<file path="src/hdl/lfr_pkg.sv">
// lfr_pkg: shared types and constants of the led fade ramp generator
// depends on nothing; used by every other file of the block
`timescale 1ns / 1ps

package lfr_pkg;

	localparam int unsigned LEVEL_W    = 8;
	localparam int unsigned DELAY_W    = 16;
	localparam int unsigned CFG_IDX_W  = 3;
	localparam int unsigned CFG_DATA_W = 16;

	typedef logic [LEVEL_W-1:0] level_t;
	typedef logic [DELAY_W-1:0] delay_t;

	typedef enum logic [CFG_IDX_W-1:0] {
		REG_STEP_SIZE   = 3'd0,
		REG_STEP_DELAY  = 3'd1,
		REG_START_LEVEL = 3'd2,
		REG_END_LEVEL   = 3'd3,
		REG_REPEATABLE  = 3'd4,
		REG_REVERSIBLE  = 3'd5
	} cfg_reg_t;

	typedef struct packed {
		level_t step_size;
		delay_t step_delay;
		level_t start_level;
		level_t end_level;
		logic   repeatable;
		logic   reversible;
	} cfg_t;

	localparam cfg_t CFG_RESET = '{
		step_size:   8'd1,
		step_delay:  16'd10,
		start_level: 8'd0,
		end_level:   8'd255,
		repeatable:  1'b0,
		reversible:  1'b0
	};

	typedef struct packed {
		level_t brightness;
		logic   going_down;
		logic   reversed_once;
		logic   halted;
		delay_t wait_count;
	} ramp_state_t;

	typedef struct packed {
		level_t level;
		logic   stopped;
		logic   descending;
	} result_t;

endpackage

</file>
<file path="src/hdl/lfr_if.sv">
// lfr channel interfaces: tick input, result output, register write port
// depends on lfr_pkg for field widths
`timescale 1ns / 1ps

interface lfr_tick_if;
	logic valid;
	logic ready;
	logic restart;

	modport source (output valid, output restart, input ready);
	modport sink   (input valid, input restart, output ready);
endinterface

interface lfr_result_if;
	logic                 valid;
	logic                 ready;
	lfr_pkg::level_t      level;
	logic                 stopped;
	logic                 descending;

	modport source (output valid, output level, output stopped, output descending,
		input ready);
	modport sink   (input valid, input level, input stopped, input descending,
		output ready);
endinterface

interface lfr_cfg_if;
	logic                               valid;
	logic                               ready;
	logic [lfr_pkg::CFG_IDX_W-1:0]      index;
	logic [lfr_pkg::CFG_DATA_W-1:0]     data;

	modport source (output valid, output index, output data, input ready);
	modport sink   (input valid, input index, input data, output ready);
endinterface

</file>
<file path="src/hdl/led_fade_ramp_generator_top.sv">
// led fade ramp generator: tick in, one result beat out per tick
// an accepted tick waits in the input stage until the result stage takes it
// throughput: one tick per cycle while the result output is not stalled
// empty input stage always takes a tick; a full one only when s2 can advance
// reset (arst_n low): valid bits clear, cfg resets, state holds start level
`timescale 1ns / 1ps

module led_fade_ramp_generator_top (
	input  logic          clk,
	input  logic          arst_n,
	lfr_tick_if.sink      tick,
	lfr_result_if.source  result,
	lfr_cfg_if.sink       cfg
);
	import lfr_pkg::*;

	cfg_t    regs;
	result_t res_next;

	logic    valid_s1;
	logic    restart_s1;
	logic    valid_s2;
	result_t res_s2;

	logic    adv_s2;
	logic    fire_s1;
	logic    tick_acc;

	assign adv_s2     = !valid_s2 || result.ready;
	assign fire_s1    = valid_s1 && adv_s2;
	assign tick.ready = !valid_s1 || adv_s2;
	assign tick_acc   = tick.valid && tick.ready;

	lfr_cfg_regs u_cfg (
		.clk    (clk),
		.arst_n (arst_n),
		.cfg    (cfg),
		.regs   (regs)
	);

	lfr_ramp_state u_state (
		.clk      (clk),
		.arst_n   (arst_n),
		.regs     (regs),
		.step_en  (fire_s1),
		.restart  (restart_s1),
		.res_next (res_next)
	);

	always_ff @(posedge clk or negedge arst_n) begin
		if (!arst_n) begin
			valid_s1 <= 1'b0;
			valid_s2 <= 1'b0;
		end else begin
			if (tick_acc) begin
				valid_s1 <= 1'b1;
			end else if (fire_s1) begin
				valid_s1 <= 1'b0;
			end
			if (fire_s1) begin
				valid_s2 <= 1'b1;
			end else if (result.ready) begin
				valid_s2 <= 1'b0;
			end
		end
	end

	always_ff @(posedge clk) begin
		if (tick_acc) begin
			restart_s1 <= tick.restart;
		end
		if (fire_s1) begin
			res_s2 <= res_next;
		end
	end

	assign result.valid      = valid_s2;
	assign result.level      = res_s2.level;
	assign result.stopped    = res_s2.stopped;
	assign result.descending = res_s2.descending;

`ifndef SYNTH
	a_s1_holds: assert property (@(posedge clk) disable iff (!arst_n)
		valid_s1 && !adv_s2 |=> valid_s1 && $stable(restart_s1))
		else $error("input stage dropped a beat");
	a_s2_holds: assert property (@(posedge clk) disable iff (!arst_n)
		valid_s2 && !result.ready |=> valid_s2 && $stable(res_s2))
		else $error("result stage dropped a beat");
	a_empty_takes: assert property (@(posedge clk) disable iff (!arst_n)
		!valid_s1 |-> tick.ready)
		else $error("empty input stage refused a tick");
`endif

endmodule

</file>
<file path="src/hdl/lfr_cfg_regs.sv">
// lfr_cfg_regs: configuration register file, one write beat per cycle
// depends on lfr_pkg and lfr_cfg_if
`timescale 1ns / 1ps

module lfr_cfg_regs (
	input  logic          clk,
	input  logic          arst_n,
	lfr_cfg_if.sink       cfg,
	output lfr_pkg::cfg_t regs
);
	import lfr_pkg::*;

	cfg_t regs_q;

	assign cfg.ready = 1'b1;
	assign regs      = regs_q;

	always_ff @(posedge clk or negedge arst_n) begin
		if (!arst_n) begin
			regs_q <= CFG_RESET;
		end else if (cfg.valid && cfg.ready) begin
			unique case (cfg_reg_t'(cfg.index))
				REG_STEP_SIZE:   regs_q.step_size   <= cfg.data[LEVEL_W-1:0];
				REG_STEP_DELAY:  regs_q.step_delay  <= cfg.data[DELAY_W-1:0];
				REG_START_LEVEL: regs_q.start_level <= cfg.data[LEVEL_W-1:0];
				REG_END_LEVEL:   regs_q.end_level   <= cfg.data[LEVEL_W-1:0];
				REG_REPEATABLE:  regs_q.repeatable  <= cfg.data[0];
				REG_REVERSIBLE:  regs_q.reversible  <= cfg.data[0];
				default: ;
			endcase
		end
	end

`ifndef SYNTH
	a_ready_high: assert property (@(posedge clk) disable iff (!arst_n)
		cfg.ready)
		else $error("cfg port not ready");
	a_no_write_holds: assert property (@(posedge clk) disable iff (!arst_n)
		!cfg.valid |=> $stable(regs_q))
		else $error("register changed without a write beat");
	a_reversible_write: assert property (@(posedge clk) disable iff (!arst_n)
		cfg.valid && cfg.index == REG_REVERSIBLE |=> regs_q.reversible == $past(cfg.data[0]))
		else $error("reversible flag write lost");
`endif

endmodule

</file>
<file path="src/hdl/lfr_ramp_state.sv">
// lfr_ramp_state: ramp state registers and the per-tick update logic
// depends on lfr_pkg
`timescale 1ns / 1ps

module lfr_ramp_state (
	input  logic             clk,
	input  logic             arst_n,
	input  lfr_pkg::cfg_t    regs,
	input  logic             step_en,
	input  logic             restart,
	output lfr_pkg::result_t res_next
);
	import lfr_pkg::*;

	localparam ramp_state_t STATE_RESET = '{
		brightness:    CFG_RESET.start_level,
		going_down:    !(CFG_RESET.start_level < CFG_RESET.end_level),
		reversed_once: 1'b0,
		halted:        1'b0,
		wait_count:    '0
	};

	ramp_state_t st_q;
	ramp_state_t st_d;

	always_comb begin
		ramp_state_t s;
		level_t      hi;
		level_t      lo;
		logic        at_bound;
		logic [LEVEL_W:0] sum;
		s        = st_q;
		hi       = (regs.start_level < regs.end_level) ? regs.end_level : regs.start_level;
		lo       = (regs.start_level < regs.end_level) ? regs.start_level : regs.end_level;
		if (restart) begin
			s.brightness    = regs.start_level;
			s.reversed_once = 1'b0;
			s.halted        = 1'b0;
			s.going_down    = !(regs.start_level < regs.end_level);
			s.wait_count    = '0;
		end
		at_bound = (!s.going_down && s.brightness >= hi) ||
			(s.going_down && s.brightness <= lo);
		sum      = {1'b0, s.brightness} + {1'b0, regs.step_size};
		if (s.wait_count != '0) begin
			s.wait_count = s.wait_count - 1'b1;
		end else if (regs.start_level != regs.end_level) begin
			if (at_bound) begin
				if (regs.repeatable) begin
					if (regs.reversible) begin
						s.going_down    = !s.going_down;
						s.reversed_once = 1'b1;
					end else begin
						s.brightness    = regs.start_level;
						s.reversed_once = 1'b0;
						s.halted        = 1'b0;
						s.going_down    = !(regs.start_level < regs.end_level);
					end
				end else if (regs.reversible) begin
					if (s.reversed_once) begin
						s.halted = 1'b1;
					end else begin
						s.going_down    = !s.going_down;
						s.reversed_once = 1'b1;
					end
				end else begin
					s.halted = 1'b1;
				end
				// restart branch reloads brightness, so recompute the sum
				sum = {1'b0, s.brightness} + {1'b0, regs.step_size};
			end
			if (!s.halted) begin
				if (!s.going_down) begin
					s.brightness = sum[LEVEL_W] ? '1 : sum[LEVEL_W-1:0];
				end else begin
					s.brightness = (s.brightness > regs.step_size) ?
						s.brightness - regs.step_size : '0;
				end
			end
			// zero delay acts as one tick
			s.wait_count = (regs.step_delay == '0) ? '0 : regs.step_delay - 1'b1;
		end
		st_d = s;
	end

	always_ff @(posedge clk or negedge arst_n) begin
		if (!arst_n) begin
			st_q <= STATE_RESET;
		end else if (step_en) begin
			st_q <= st_d;
		end
	end

	assign res_next = '{
		level:      st_d.brightness,
		stopped:    st_d.halted,
		descending: st_d.going_down
	};

`ifndef SYNTH
	a_idle_holds: assert property (@(posedge clk) disable iff (!arst_n)
		!step_en |=> $stable(st_q))
		else $error("ramp state moved without a tick");
	a_wait_counts_down: assert property (@(posedge clk) disable iff (!arst_n)
		step_en && !restart && st_q.wait_count != '0 |=>
		st_q.wait_count == $past(st_q.wait_count) - 1'b1 &&
		st_q.brightness == $past(st_q.brightness))
		else $error("wait counter did not count down");
	// repeatable-only mode restarts at a boundary even after a stop
	a_halt_holds_level: assert property (@(posedge clk) disable iff (!arst_n)
		step_en && !restart && st_q.halted && !(regs.repeatable && !regs.reversible) |=>
		st_q.halted && st_q.brightness == $past(st_q.brightness))
		else $error("stopped ramp changed level");
`endif

endmodule
</file>
<file path="src/flat_wrapper.sv">
// flat-port wrapper written by rule: the top's interface ports become plain ports
module led_fade_ramp_generator_top_flat import lfr_pkg::*;
  (clk, arst_n, tick_valid, tick_restart, tick_ready, result_valid, result_level, result_stopped, result_descending, result_ready, cfg_valid, cfg_index, cfg_data, cfg_ready);
  lfr_tick_if tick_i ();
  lfr_result_if result_i ();
  lfr_cfg_if cfg_i ();
  input  logic clk;
  input  logic arst_n;
  input wire logic [$bits(tick_i.valid)-1:0] tick_valid;
  input wire logic [$bits(tick_i.restart)-1:0] tick_restart;
  output wire logic [$bits(tick_i.ready)-1:0] tick_ready;
  output wire logic [$bits(result_i.valid)-1:0] result_valid;
  output wire logic [$bits(result_i.level)-1:0] result_level;
  output wire logic [$bits(result_i.stopped)-1:0] result_stopped;
  output wire logic [$bits(result_i.descending)-1:0] result_descending;
  input wire logic [$bits(result_i.ready)-1:0] result_ready;
  input wire logic [$bits(cfg_i.valid)-1:0] cfg_valid;
  input wire logic [$bits(cfg_i.index)-1:0] cfg_index;
  input wire logic [$bits(cfg_i.data)-1:0] cfg_data;
  output wire logic [$bits(cfg_i.ready)-1:0] cfg_ready;
  assign tick_i.valid = tick_valid;
  assign tick_i.restart = tick_restart;
  assign tick_ready = tick_i.ready;
  assign result_valid = result_i.valid;
  assign result_level = result_i.level;
  assign result_stopped = result_i.stopped;
  assign result_descending = result_i.descending;
  assign result_i.ready = result_ready;
  assign cfg_i.valid = cfg_valid;
  assign cfg_i.index = cfg_index;
  assign cfg_i.data = cfg_data;
  assign cfg_ready = cfg_i.ready;
  led_fade_ramp_generator_top u_core (.clk(clk), .arst_n(arst_n), .tick(tick_i), .result(result_i), .cfg(cfg_i));
endmodule
</file>
<file path="config.mk">
export PLATFORM = sky130hd
export DESIGN_NAME = led_fade_ramp_generator_top_flat
export DESIGN_NICKNAME = d
export VERILOG_FILES = /design/src/hdl/lfr_pkg.sv /design/src/hdl/lfr_if.sv /design/src/hdl/led_fade_ramp_generator_top.sv /design/src/hdl/lfr_cfg_regs.sv /design/src/hdl/lfr_ramp_state.sv /design/src/flat_wrapper.sv
export SDC_FILE = /design/constraint.sdc
export NUM_CORES = 1
export LEC_CHECK = 0
export ABC_AREA = 1
export BUFFER_PORTS_ARGS = -buffer_cell sky130_fd_sc_hd__buf_4
export CELL_PAD_IN_SITES_DETAIL_PLACEMENT = 2
export CELL_PAD_IN_SITES_GLOBAL_PLACEMENT = 2
export CORE_UTILIZATION = 39
export DETAILED_ROUTE_END_ITERATION = 7
export HOLD_SLACK_MARGIN = 0.12
export MAX_ROUTING_LAYER = met4
export PLACE_DENSITY = 0.85
export SLEW_MARGIN = 20
export SYNTH_ARGS = -nofsm -noshare
export SYNTH_HDL_FRONTEND = slang
export SYNTH_HIERARCHICAL = 1
export SYNTH_SLANG_ARGS = --single-unit
</file>
<file path="constraint.sdc">
create_clock -name clk -period 9 [get_ports clk]
set_input_delay 0.45 -clock clk [delete_from_list [all_inputs] [get_ports clk]]
set_output_delay 0.45 -clock clk [all_outputs]
set_load 0.02 [all_outputs]
</file>
==> results_dict.tcl, run 1 <==
set metrics [dict create \
    synth_area_sq_um 6260 \
    nets 949 \
    cts_buffers 9 \
    fin_crit_ps 6670 \
    cts_root_buffer "clkbuf_16" \
    p_switching_mw 1.09 \
    timing_worst_setup_path_type "reg2reg" \
    placed_cells 1081 \
    finalHoldViolCount 0 \
    synthToLayoutAreaGrowth_pct 10.1 \
    sequentialPowerShare 0.266 \
    drv_slew 0 \
    worst_path_most_repeated_cell "nand2_1" \
    setup-tns-final_ps 0 \
    utilization 0.447 \
    dieArea_sq_um 16600 \
    start_util 0.406 \
    start_kind "register" \
    ir_drop_v 0.000123 \
    drtIter0Drc 242 \
    dpl.hpwl_microns 16400 \
    ant_nets 0 \
    die_h_microns 129 \
    setup_viol 0 \
    coreArea_sq_um 15400 \
    ys_types 48 \
    worst-path-max-fanout 33 \
    cts_tree "built" \
    grt_max_degree 72 \
    maxCapViolCount 0 \
    gp_congestion 0.906 \
    grt.overflow.total 0 \
    avgSynthCellArea_sq_um 7.21 \
    combinationalPowerShare 0.563 \
    p_per_area_nw_per_um2 320 \
    fin_crit_sh 0.741 \
    max_stage_delay_ps 570 \
    die_width_microns 129 \
    via_per_inst 5.39 \
    swShare 0.492 \
    postCtsResizedCells 0 \
    clock-sinks 82 \
    synth_nets 936 \
    synthTopCellsByArea "dfrtp_1 (24%), nand2_1 (17%), ha_1 (8.2%)" \
    fmax_mhz 150 \
    portBuffers 36 \
    total_power_mw 2.21 \
    drc 0 \
    status "finished clean" \
    rsz0062_at_grt "false" \
    clk_transition_reported_paths_ps 60 \
    synth_cells 868 \
    async_flop_share 0.866 \
    synthFlopType "dfrtp_1" \
    dpl_worst_slack_ps 2420 \
    fin_ws_ps 2330 \
    synth_most_common_cell "nand2_1" \
    grt_pass1_vias 6631 \
    antenna_found_initial 0 \
    clockPowerShare 0.172 \
    cp.required_ps 9230 \
    clock_path_buffers 2 \
    rows 45 \
    stdcell_count 1097 \
    hp-class "in2async" \
    yosysSeqAreaShare 0.339 \
    p_int_mw 1.12 \
    slowest_stage "nand2_1" \
    routedWlPerCell_microns 20.1 \
    detailedRoute.firstPassIterationCount 4 \
    clock_skew_ps 13.5 \
    grt_pass1_wl_microns 35300 \
    drive_gt1_frac 0.126 \
    synth_top_cell_by_area "dfrtp_1" \
    drt_wl_total_microns 22000 \
    clkLatencyLatePin_ps 360 \
    grt_usage 0.291 \
    crit_arrival_ps 6900 \
    slew_headroom 0.278 \
    tightest_slew_ps 1080 \
    vias 5914 \
    cts_setup_buffers 0 \
    io_pins 38 \
    leakagePower_nw 3.52 \
    crit_path_end_kind "register" \
    antenna_cells 0 \
    h-tree-depth 3 \
    yosys_warnings 6 \
    synth-seq-cells 82 \
    hold_buffers 0 \
    synth_edf_count 11 \
    ys_top_cells_by_count "nand2_1 (277), inv_1 (95), nand3_1 (62)" \
    yosys.area.top_type_share 0.240 \
]
## state kept, by name, summed over array words and instances (netlist names)
signal / count
u_core/result.stopped: 1
u_core/valid_s1: 1
u_core/u_cfg/regs: 42
u_core/result.descending: 1
u_core/result.valid: 1
u_core/u_state/st_q: 27
u_core/restart_s1: 1
u_core/result.level: 8
## placed cells by master, fill, tap and decap left out, types with 4 or more instances in the layout
cell type and instances:
buf_4 37, o21ai_2 5, nand3_1 62, nand2_1 277
o22ai_1 7, nand2_2 6, a21oi_1 49, o211ai_1 4
dfrtp_1 60, xor2_1 19, o21ai_1 14, nand4_1 7
nor2_2 4, inv_2 12, inv_1 95, clkbuf_16 9
o21ai_0 45, nor2_1 43, dfstp_2 11, nor2_4 4
edfxtp_1 11, ha_1 41, nand3b_1 6, xnor2_1 9
## path summary, 6_finish.rpt
check	startpoint	endpoint	slack [ps]	depth (start not counted)
worst max-delay path	u_core/u_cfg/regs[9]	u_core/u_state/st_q[25]	2330	35
worst min-delay path	arst_n	u_core/u_state/st_q[25]	250	1
worst max register to register	u_core/u_cfg/regs[9]	u_core/u_state/st_q[25]	2330	35
worst min register to register	u_core/u_cfg/regs[9]	u_core/u_cfg/regs[9]	470	2
max in group asynchronous	arst_n	u_core/u_cfg/regs[31]	8100	1
min in group clk	tick_restart	u_core/restart_s1	280	1
## layer usage
layer,vias up,GRT usage,wire length (microns)
met2,92,0.499,11100
met1,2996,0.359,9940
met4,0,0.0692,299
met5,-,-,0
met3,19,0.0432,654
li1,2807,-,-
## stage by stage
| step | instance area [sq um] | hold slack [ps] |
|---|---|---|
| 6_report | 6900 | 250 |
| 5_1_grt | 6900 | 273 |
| 4_1_cts | 6900 | 273 |
| 3_5_place_dp | 6600 | 461 |
| 3_3_place_gp | 6600 | 458 |
| 2_1_floorplan | 6260 | 154 |
## final cells by class
cell class | instances | area, sq um
clock inverter | 4 | 51.3
inverter | 110 | 423
timing repair buffer | 37 | 278
clock buffer | 12 | 246
multi-input combinational | 641 | 3510
tap | 211 | 264
sequential | 82 | 2120
fill | 1887 | 8530
## critical path: cells and delay by family (launching register included)
family | cells | cell delay, ps
simple gates | 17 | 2380
buf+inv | 5 | 560
fa+ha+maj | 3 | 1080
compound gates | 10 | 2000
flops | 1 | 530
## power by group through the flow
stage          logic [mW]  registers [mW]  clock network (mW)
2_1_floorplan       0.887           0.571                   0
3_3_place_gp         1.12           0.578                   0
3_5_place_dp         1.21           0.590                   0
4_1_cts              1.24           0.588               0.386
5_1_grt              1.38           0.600               0.400
6_report             1.24           0.587               0.379
## logic make-up (layout without fill, tap and decap cells)
group | after synthesis | after routing | share of synthesized area
AND/OR/NAND/NOR | 428 | 428 | 0.303
buffers and inverters | 145 | 163 | 0.102
AO/OA/AOI/OAI | 141 | 141 | 0.128
flip-flops | 82 | 82 | 0.339
adder cells (fa/ha/maj) | 43 | 43 | 0.0883
XOR/XNOR | 28 | 28 | 0.0392
other | 1 | 1 | 0.000599
Power figures use the tool's default switching activity.
==> inputs of run 2 (changes only) <==
Settings changed: ABC_AREA 1 to 0, CORE_UTILIZATION 39 to 36, PLACE_DENSITY 0.85 to 0.75.
Clock period 9 ns to 5.7 ns, I/O delays scaled along.
==> run 2 against run 1 <==
  * The flow now finishes with violations (setup timing)
  * Die area increased by 5.0%
  * Critical path depth shrank 7
  * Utilization grew 2.4 points
  * Wire length grew 9.4%
  * Synthesized area shrank 3.0%
  * Cell area is 13% higher
  * Combinational power rose by 130%
  * Sequential power increased by 70%
  * Sequential share of layout area down 3.5 points
  * Register-to-register slack got worse by 2700 ps
==> results_dict.tcl, run 2 <==
set metrics [dict create \
    fin_ws_ps -350 \
    drt_wl_total_microns 24100 \
    status "finished, violations left" \
    antenna_found_initial 1 \
    cp.required_ps 5930 \
    ant_nets 0 \
    fin_crit_ps 6050 \
    grt.overflow.total 0 \
    crit_path_end_kind "register" \
    drtIter0Drc 221 \
    final_cell_mix "buf_4 (107), dfrtp_1 (60), mux2_2 (48), a21oi_1 (42), nor2_1 (39)" \
    coreArea_sq_um 16500 \
    yosys.area.top_type_share 0.247 \
    worst_path_most_repeated_cell "buf_6" \
    synthToLayoutAreaGrowth_pct 28.2 \
    synthTopCellsByArea "dfrtp_1 (25%), mux2_2 (10%), ha_1 (8.4%)" \
    grt_pass1_wl_microns 33200 \
    drive_gt1_frac 0.397 \
    cts_tree "built" \
    leakagePower_nw 3.38 \
    setup-tns-final_ps -4240 \
    start_kind "register" \
    drc 0 \
    grt_usage 0.258 \
    synthFlopType "dfrtp_1" \
    timing_worst_setup_path_type "reg2reg" \
    ys_top_cells_by_count "dfrtp_1 (60), mux2_2 (55), a21oi_1 (50)" \
    largest_reg_flops 42 \
    dieArea_sq_um 17400 \
    synth_cells 623 \
    dpl_worst_slack_ps -257 \
    final_common_cell "buf_4" \
    vias 5457 \
    rsz0062_at_grt "true" \
    clock_path_buffers 2 \
    slowest_stage "dfstp_2" \
    via_per_inst 5.78 \
    setup_viol 16 \
    maxCapViolCount 0 \
    clk_transition_reported_paths_ps 70 \
    avgSynthCellArea_sq_um 9.75 \
    violations "setup timing" \
    clock_skew_ps 12.0 \
    utilization 0.471 \
    cp_top_family "compound AO/OA/AOI/OAI gates" \
    worst-path-max-fanout 7 \
    synth_top_cell_by_area "dfrtp_1" \
    cts_buffers 9 \
    synth_nets 691 \
    yosysSeqAreaShare 0.349 \
    io_pins 38 \
    hp-class "in2reg" \
    die_h_microns 132 \
    grt_max_degree 72 \
    die_width_microns 132 \
    slew_headroom 0.361 \
    crit_arrival_ps 6280 \
    h-tree-depth 3 \
    yosys_warnings 6 \
    p_per_area_nw_per_um2 572 \
    fin_crit_sh 1.06 \
    synth_edf_count 11 \
    critPathBufInv 6 \
    finalHoldViolCount 0 \
    fmax_mhz 165 \
    routedWlPerCell_microns 25.5 \
    nets 786 \
    clkLatencyLatePin_ps 360 \
    synth_most_common_cell "dfrtp_1" \
    gp_congestion 0.873 \
    detailedRoute.firstPassIterationCount 4 \
    fillers 1718 \
    cts_root_buffer "clkbuf_16" \
    tightest_slew_ps 932 \
    synth_area_sq_um 6080 \
    drv_slew 0 \
    start_util 0.368 \
    rows 47 \
    ir_drop_v 0.000218 \
    synth-seq-cells 82 \
    ys_types 76 \
    portBuffers 36 \
    total_power_mw 4.45 \
    max_stage_delay_ps 560 \
    async_flop_share 0.866 \
    clock-sinks 82 \
    grt_pass1_vias 5788 \
    dpl.hpwl_microns 15200 \
]
## run 2: cell types whose count changed after synthesis, sizes merged, moves of 6 or more
cell / previous run / this run
nand2: 286 / 40
o211ai: 5 / 12
nor2: 53 / 45
nor3: 5 / 13
inv: 107 / 36
mux2i: 0 / 14
and2: 0 / 8
a21o: 2 / 10
mux2: 0 / 65
nand2b: 0 / 9
or4: 0 / 6
xor2: 19 / 9
o21ai: 64 / 34
nand3: 65 / 7
## run 2: kinds of logic after synthesis
logic type / Yosys count / share of synthesized area
AO/OA/AOI/OAI: 168 / 0.185
buffers and inverters: 70 / 0.0610
multiplexers: 79 / 0.150
flip-flops: 82 / 0.349
adder cells (fa/ha/maj): 43 / 0.0910
other: 1 / 0.000617
AND/OR/NAND/NOR: 166 / 0.144
XOR/XNOR: 14 / 0.0202
## run 2: metrics by stage
| stage | cells | instance area (sq um) | hold WS [ps] |
|---|---|---|---|
| 2_1_floorplan | 623 | 6150 | -10.6 |
| 3_3_place_gp | 884 | 6740 | 464 |
| 3_5_place_dp | 884 | 6740 | 468 |
| 4_1_cts | 924 | 7390 | 137 |
| 5_1_grt | 944 | 7790 | 154 |
| 6_report | 944 | 7790 | 146 |
## run 2: path summary, 6_finish.rpt
| kind | start | end | slack [ps] | cells after the start |
|---|---|---|---|---|
| setup / recovery | u_core/u_cfg/regs[6] | u_core/u_state/st_q[21] | -350 | 28 |
| hold / removal | tick_valid | u_core/valid_s1 | 150 | 2 |
| setup reg to reg | u_core/u_cfg/regs[6] | u_core/u_state/st_q[21] | -350 | 28 |
| hold reg to reg | u_core/u_state/st_q[26] | u_core/u_state/st_q[26] | 550 | 1 |
| max in group asynchronous | arst_n | u_core/u_cfg/regs[36] | 4450 | 2 |
| min in group asynchronous | arst_n | u_core/u_state/st_q[5] | 610 | 2 |
## run 2: layout make-up
cell class                 instances  area (sq um)  share of cell area
clock inverter                     7          76.3             0.00980
multi-input combinational        471          4000               0.513
antenna                            1          2.50            0.000321
sequential                        82          2120               0.272
timing repair buffer             118           956               0.123
inverter                          36           135              0.0173
clock buffer                       9           225              0.0289
tap                              220           275              0.0353
## run 2: per-layer routing
layer	GRT usage	wire length, microns
met5	-	0
met4	0.0588	575
met3	0.0323	784
met2	0.428	12300
met1	0.336	10500
## run 2: where the power goes
part | total (mW) | internal, mW | switching, mW
combinational | 2.85 | 1.33 | 1.51
sequential | 1.00 | 0.786 | 0.217
clock | 0.604 | 0.343 | 0.261
## run 2: timing repair
item | 4_1_cts | 5_1_grt
gates resized for setup | 29 | 58
pin swaps | 18 | 38
hold buffers | 2 | 0
cloned | 1 | 1
endpoints found under the setup margin | 16 | 18
buffers inserted | 21 | 19
endpoints found under the hold margin | 4 | 0
==> inputs of run 3 (changes only) <==
Settings changed: GPL_TIMING_DRIVEN from default to 0.
==> run 3 against run 2 <==
  * The run still ends with setup timing left
  * Power grew 4.0%
  * Critical endpoint is now u_core/result.level[5]
  * Non-clock buffer count up 3
  * Global-route usage grew 1.3 points
  * Wire length up 4.4%
  * Register-to-register slack got worse by 40 ps
  * Sequential share of layout area decreased by 0.50 points
  * Die area unchanged
  * Worst hold slack worse by 85 ps
  * Clock-buffer cell count stayed put
  * First-iteration DRC count is 0.90% higher
  * Setup slack lost 36 ps
==> results_dict.tcl, run 3 (synthesized netlist as in run 2, its figures left out) <==
set metrics [dict create \
    grt.overflow.total 0 \
    worst_path_most_repeated_cell "o21ai_2" \
    topRoutingLayerUsed "met4" \
    io_pins 38 \
    antenna_cells 0 \
    largest_reg_flops 42 \
    drc 0 \
    fmax_mhz 164 \
    clock_path_buffers 2 \
    start_util 0.368 \
    clock_skew_ps 10.8 \
    placed_area_sq_um 6690 \
    p_int_mw 2.55 \
    dieArea_sq_um 17400 \
    combinationalPowerShare 0.645 \
    cts_tree "built" \
    worst-path-max-fanout 7 \
    status "finished, violations left" \
    total_power_mw 4.63 \
    nets 789 \
    leakagePower_nw 3.41 \
    dpl.hpwl_microns 15000 \
    grt_usage 0.271 \
    rows 47 \
    violations "setup timing" \
    drtIter0Drc 223 \
    timing_worst_setup_path_type "reg2reg" \
    routedWlPerCell_microns 26.6 \
    die_width_microns 132 \
    slowest_stage "dfstp_2" \
    fin_crit_sh 1.07 \
    final_common_cell "buf_4" \
    drive_gt1_frac 0.399 \
    ir_drop_v 0.000214 \
    final_cell_mix "buf_4 (89), dfrtp_1 (59), mux2_2 (46), a21oi_1 (43), nor2_1 (41)" \
    clockPowerShare 0.138 \
    fillers 1680 \
    wl_met2_microns 12500 \
    grt_max_degree 72 \
    antenna_found_initial 0 \
    swShare 0.450 \
    seqCellArea_sq_um 2120 \
    final_area_sq_um 7940 \
    start_kind "register" \
    synthToLayoutAreaGrowth_pct 30.7 \
    h-tree-depth 3 \
    drv_slew 0 \
    drt_wl_total_microns 25200 \
    cts_root_buffer "clkbuf_16" \
    slew_headroom 0.367 \
    setup_viol 16 \
    fin_hold_ws_ps 60.4 \
    cp.required_ps 5910 \
    finalHoldViolCount 0 \
    portBuffers 36 \
    gp_congestion 0.855 \
    hp-class "in2async" \
    tightest_slew_ps 950 \
    p_switching_mw 2.09 \
    grt_pass1_wl_microns 34800 \
    multi_input_area_sq_um 4080 \
    rsz0062_at_grt "true" \
    setup-tns-final_ps -4790 \
    detailedRoute.firstPassIterationCount 4 \
    placed_cells 879 \
    vias 5653 \
    crit_path_end_kind "register" \
    cts_buffers 9 \
    fin_ws_ps -386 \
    grt_pass1_vias 5849 \
    crit_arrival_ps 6290 \
    clk_transition_reported_paths_ps 70 \
    maxCapViolCount 0 \
    ant_nets 0 \
    stdcell_count 946 \
    wl_met1_microns 11000 \
    clkLatencyLatePin_ps 350 \
    p_per_area_nw_per_um2 583 \
    fin_crit_ps 6090 \
    met3_length_microns 998 \
    die_h_microns 132 \
    clock-sinks 82 \
    via_per_inst 5.98 \
    sequentialPowerShare 0.218 \
    coreArea_sq_um 16500 \
    max_stage_delay_ps 550 \
]
-- run 3: cell types whose count changed in the layout (fill, tap and decap cells not counted), moves of 4 or more --
cell      before  now
clkbuf_8       0    4
clkbuf_1       0    7
buf_4        107   89
inv_1         31   27
-- run 3: worst max-delay path: cells and delay by family, from the launching register on --
family	cells	cell delay [ps]
AO/OA/AOI/OAI	11	2010
buffers and inverters	7	940
adder cells (fa/ha/maj)	3	910
AND/OR/NAND/NOR	4	780
multiplexers	3	740
flip-flops	1	550
-- run 3: final cells by class --
class / count / share of cell area
clock buffers: 9 / 0.0284
plain buffers: 30 / 0.0350
inverters: 36 / 0.0173
flip-flops and latches: 82 / 0.267
multi-input cells: 471 / 0.513
clock inverters: 7 / 0.0117
repair buffers: 91 / 0.0923
well taps: 220 / 0.0347
-- run 3: timing repair --
item | in CTS | in global routing
pin swaps | 32 | 38
hold buffers | 1 | 0
gates cloned | 2 | 0
buffers inserted | 37 | 15
resized for setup | 68 | 42
setup endpoints to repair | 16 | 16
hold endpoints to repair | 1 | 0
-- run 3: final timing paths --
kind / startpoint / to / slack [ps] / cells after the start
setup / recovery: u_core/u_cfg/regs[3] / u_core/result.level[5] / -390 / 28
hold / removal: arst_n / u_core/u_state/st_q[13] / 60 / 1
setup reg to reg: u_core/u_cfg/regs[3] / u_core/result.level[5] / -390 / 28
hold reg to reg: u_core/u_state/st_q[22] / u_core/u_state/st_q[22] / 500 / 2
max in group asynchronous: arst_n / u_core/u_cfg/regs[11] / 4940 / 1
min in group clk: tick_valid / u_core/valid_s1 / 140 / 2
-- run 3: through the flow --
step / utilization / setup WS, ps
2_1_floorplan: - / 13.1
3_3_place_gp: 0.405 / -948
3_5_place_dp: 0.405 / -1210
4_1_cts: 0.464 / -44.9
5_1_grt: 0.481 / -566
6_report: 0.481 / -386
-- run 3: per-layer routing --
layer / global-route usage / vias up
met5: - / -
met4: 0.0898 / 0
met3: 0.0250 / 50
met2: 0.440 / 184
met1: 0.356 / 2937
li1: - / 2482
-- run 3: power by group through the flow --
| stage | Sequential [mW] | Clock [mW] | Combinational [mW] |
|---|---|---|---|
| after detailed placement | 0.994 | 0 | 1.90 |
| after global placement | 0.974 | 0 | 1.79 |
| after CTS | 0.992 | 0.649 | 2.43 |
| after global routing | 1.03 | 0.670 | 3.11 |
| after floorplan | 0.938 | 0 | 1.38 |
| final | 1.01 | 0.639 | 2.99 |
